<file path="src/fpa_pkg.sv">
`timescale 1ns / 1ps
// ----------------------------------------------------------------------------
// fpa_pkg: shared types and constants for the fixed-point ALU
// Opcodes, request/result structs and default fraction width.
// ----------------------------------------------------------------------------
package fpa_pkg;

  localparam int FracBitsDef = 8;
  localparam int WordW       = 32;

  typedef enum logic [3:0] {
    OP_ADD  = 4'd0,
    OP_SUB  = 4'd1,
    OP_MUL  = 4'd2,
    OP_DIV  = 4'd3,
    OP_MIN  = 4'd4,
    OP_MAX  = 4'd5,
    OP_INC  = 4'd6,
    OP_DEC  = 4'd7,
    OP_I2F  = 4'd8,
    OP_F2I  = 4'd9
  } op_t;

  typedef struct packed {
    logic        [3:0]  kind;
    logic signed [31:0] operand_a;
    logic signed [31:0] operand_b;
  } fpa_in_t;

  typedef struct packed {
    logic signed [31:0] result_value;
    logic               less_than;
    logic               equal_to;
    logic               greater_than;
    logic               error_flag;
  } fpa_out_t;

  // sideband carried along the pipeline beside the arithmetic units
  typedef struct packed {
    logic        [3:0]  kind;
    logic        [31:0] simple_res;
    logic               less_than;
    logic               equal_to;
    logic               greater_than;
    logic               neg;
    logic               div_zero;
  } fpa_side_t;

endpackage

</file>
<file path="src/fpa_mul.sv">
`timescale 1ns / 1ps
// ----------------------------------------------------------------------------
// fpa_mul: pipelined rounded magnitude multiplier
// Multiplies two 33-bit magnitudes in two partial products over three
// stages and rounds the product by the fraction width, half away from zero.
// It registers the operands, the partial products, the sum and the rounded result;
// the top level delays the output to line up with the divider.
// ----------------------------------------------------------------------------
module fpa_mul #(
  parameter int FRAC_BITS = 8
) (
  input  logic        clk,
  input  logic [32:0] mag_a,
  input  logic [32:0] mag_b,
  output logic [64:0] mag_q
);
  import fpa_pkg::*;

  logic [32:0] a_r, b_r;
  logic [49:0] p_lo_r, p_hi_r;
  logic [65:0] prod_r;
  logic [64:0] mag_r;

  // register operands, form two partial products, sum, then round
  always_ff @(posedge clk) begin
    a_r    <= mag_a;
    b_r    <= mag_b;
    p_lo_r <= {17'd0, a_r} * {33'd0, b_r[16:0]};
    p_hi_r <= {17'd0, a_r} * {34'd0, b_r[32:17]};
    prod_r <= {16'd0, p_lo_r} + {p_hi_r[48:0], 17'd0};
    mag_r  <= 65'((prod_r + (66'd1 << (FRAC_BITS - 1))) >> FRAC_BITS);
  end

  assign mag_q = mag_r;

endmodule

</file>
<file path="config.mk">
export PLATFORM = sky130hd
export DESIGN_NAME = fpa_mul
export DESIGN_NICKNAME = d
export VERILOG_FILES = /design/src/fpa_pkg.sv /design/src/fpa_mul.sv
export SDC_FILE = /design/constraint.sdc
export NUM_CORES = 2
export LEC_CHECK = 0
export BUFFER_PORTS_ARGS = -buffer_cell sky130_fd_sc_hd__buf_2
export CAP_MARGIN = 20
export CORE_MARGIN = 5
export CORE_UTILIZATION = 60
export CTS_BUF_LIST = sky130_fd_sc_hd__clkbuf_4 sky130_fd_sc_hd__clkbuf_8
export DETAILED_ROUTE_END_ITERATION = 8
export PLACE_DENSITY = 0.86
export SYNTH_ARGS = -nofsm -noshare
export SYNTH_HDL_FRONTEND = slang
export SYNTH_SLANG_ARGS = --single-unit
</file>
<file path="constraint.sdc">
create_clock -name clk -period 6.67 [get_ports clk]
set_clock_uncertainty 0.2 [all_clocks]
set_input_delay 0.3335 -clock clk [delete_from_list [all_inputs] [get_ports clk]]
set_output_delay 0.3335 -clock clk [all_outputs]
set_load 0.05 [all_outputs]
</file>
==> metrics <==
startpoint types flop; Critical R2R Capture p_lo_r[43]; mapped cell area 0.04290 sq mm; # setup viols final 0; status complete, no violations; Num CTS Buffers 50; leading area contributor after synthesis fa_1; actual slew at the worst max-slew pin 0.8010 ns; Die Width 277.4 um; Clock Pin Slew Worst Setup and Hold Paths 0.06 ns; class of the worst hold path input port to flop; Worst R2R Path Depth 23; Synth top area share 0.4176; Final Hold Viols 0; first-pass GRT wire length 184700 um; Req. time, crit path 6.96 ns; ANT nets after route 0; final max-slew violation count 0; FF-to-FF Start a_r[14]; layout cell share with drive strength beyond 1 0.1085; die area 0.07695 sq mm; critical path depth 23; reg2reg setup slack 0.04 ns; Commonest cells post-synth 1012 x inv_1, 895 x fa_1, 772 x nand2_1; drt pass-1 iters 8; Overflow after GRT 0; DPL Wire Length 86600 um; post-synthesis register bit count 275; CP most frequent cell fa_1; sequential area share after synthesis 0.1283; Worst-Skew Late Latency 0.67 ns; CP Capture Point p_lo_r[43]; CP max-delay cell fa_1; drt wl/cell 19.14 um; CTS H-Tree Depth 2; pin count of the biggest net entering global routing 34; arrival time at the worst endpoint 6.91 ns; kind of critical path flop to flop; chip height 277.4 um; total clock sinks 275; vias per cell 5.649; Max Clk Rate 0.1509 GHz; PnR worst setup slack 0.04455 ns; Slowest Stage Delay on Critical Path 0.58 ns; global-route usage over all layers 0.2948; Area growth, synth to finish 12.59%; crit path time final 6.625 ns; CP top delay family adder cells; critical path, cell by cell buf_12, and2_1, fa_1, inv_1, fa_1, fa_1, inv_1, fa_1, fa_1, inv_1, fa_1, inv_1, ha_1, buf_4, nand2_1, o21ai_1, a311o_1, o21a_2, a21o_4, a21oi_4, o21ai_4, o2111ai_2, o311ai_1; DRT iter0 DRCs 2815; CTS max path bufs 3; # fillers 5007; synth unique cells 85; # rows 98; Final period util 0.9933; vias in the first global route 36703; Crit path buffers/inverters 6; Top Ports 132; CTS tree yes; final WL 114000 um; via count 33640; GPL Wtd Cong 0.9559; top-count cell post-synth inv_1; core region area 0.07124 sq mm; fraction of registers with async set or reset after synthesis 0; dpl ws -0.1167 ns; synth top area cells fa_1 42%, dfxtp_1 13%, inv_1 8.9%; synth warn 0; initial core utilization 0.6022; antenna violations before repair 2; drt drc 0; nature of the critical path endpoint flop; WHS 0.09768 ns; PortBufs 124; Syn Inst Count 4731; Max Fanout on Critical Path 17; CTS Root Cell clkbuf_8; Slew HR 0.4653; Post-synth EDFFs 0; unrepaired setup endpoints after global routing true; Max-Cap Viols 0; Post-Syn Area per Cell 9.068 sq um; top_reg_cell synth dfxtp_1; Nets 6205; Crit. Startpoint a_r[14]; hold path startpoint mag_a[16]
## cell type report
| class | instances | area [sq um] | area share |
|---|---|---|---|
| clock buffers | 76 | 964.7 | 0.01997 |
| diodes | 1 | 2.502 | 0.00005181 |
| well taps | 950 | 1189 | 0.02461 |
| flip-flops and latches | 275 | 5574 | 0.1154 |
| multi-input cells | 3214 | 32940 | 0.6820 |
| inverters | 1012 | 3799 | 0.07864 |
| repair buffers | 413 | 3637 | 0.07530 |
| clock inverters | 14 | 196.4 | 0.004067 |
## timing repair
item	4_1_cts	5_1_grt
cloned	0	6
endpoints found under the hold margin	66	0
hold buffers	66	0
pin swaps	2	28
gates resized for setup	16	100
setup endpoints to repair	12	32
setup buffers	3	26
## stage by stage
step	utilization	cell area [sq um]	setup TNS (ns)	cells
finish	0.6780	48300	0	5955
global route	0.6780	48300	-0.7565	5955
CTS	0.6688	47640	0	5922
detailed placement	0.6421	45750	-0.2782	5763
global placement	0.6421	45750	0	5763
floorplan	-	42920	0	4737
## worst register-to-register path, cell delays in order (launching register included)
cell       delay, ns
dfxtp_4         0.39
buf_12          0.17
and2_1          0.20
fa_1            0.55
inv_1           0.05
fa_1            0.45
fa_1            0.51
inv_1           0.06
fa_1            0.49
fa_1            0.49
inv_1           0.05
fa_1            0.58
inv_1           0.07
ha_1            0.30
buf_4           0.16
nand2_1         0.06
o21ai_1         0.10
a311o_1         0.34
o21a_2          0.23
a21o_4          0.23
a21oi_4         0.28
o21ai_4         0.14
o2111ai_2       0.23
o311ai_1        0.12
## state kept, by name, indices dropped and copies added (netlist names)
signal / cells
prod_r: 59
mag_q: 58
p_hi_r: 49
p_lo_r: 43
a_r: 33
b_r: 33
## metal layers
metal,GRT usage,routed length [um]
met5,0,13
met4,0.1906,9483
met3,0.05117,9528
met2,0.5017,55560
met1,0.3460,39410
## worst min-delay path by stage
| stage | slack [ns] | end | cells past startpoint |
|---|---|---|---|
| after floorplan | 0.11 | prod_r[10] | 0 |
| after global routing | 0.09 | a_r[16] | 2 |
| final | 0.1 | a_r[16] | 2 |
| after global placement | 0.11 | prod_r[15] | 0 |
| after detailed placement | 0.11 | prod_r[16] | 0 |
| after CTS | 0.06 | a_r[14] | 2 |
## cells in the final DEF, fill, tap and decap left out, drive strengths merged, types with 11 or more instances in the layout
cell	count
inv	1014
fa	895
nand2	773
and2	437
buf	342
ha	277
dfxtp	275
a21oi	130
xnor2	125
nor2	81
clkbuf	81
dlygate4sd3	66
a21o	66
xor2	63
o21ai	59
nand3	36
nand4	35
and3	24
o21bai	21
a31oi	21
and4	13
nor2b	13
a211oi	13
o21a	13
nor3	12
o211ai	11
## cell families after synthesis
family	synth area share
xor gates and xnor gates	0.03838
other	0.00008741
muxes	0.0004667
buffers and inverters	0.1100
AOI/OAI and AO/OA	0.06163
DFF	0.1283
adders and majority gates	0.4984
and+or+nand+nor	0.1627
Power is not shown: default switching activity piles up to over one toggle a cycle in this logic, so the estimate is an artifact.
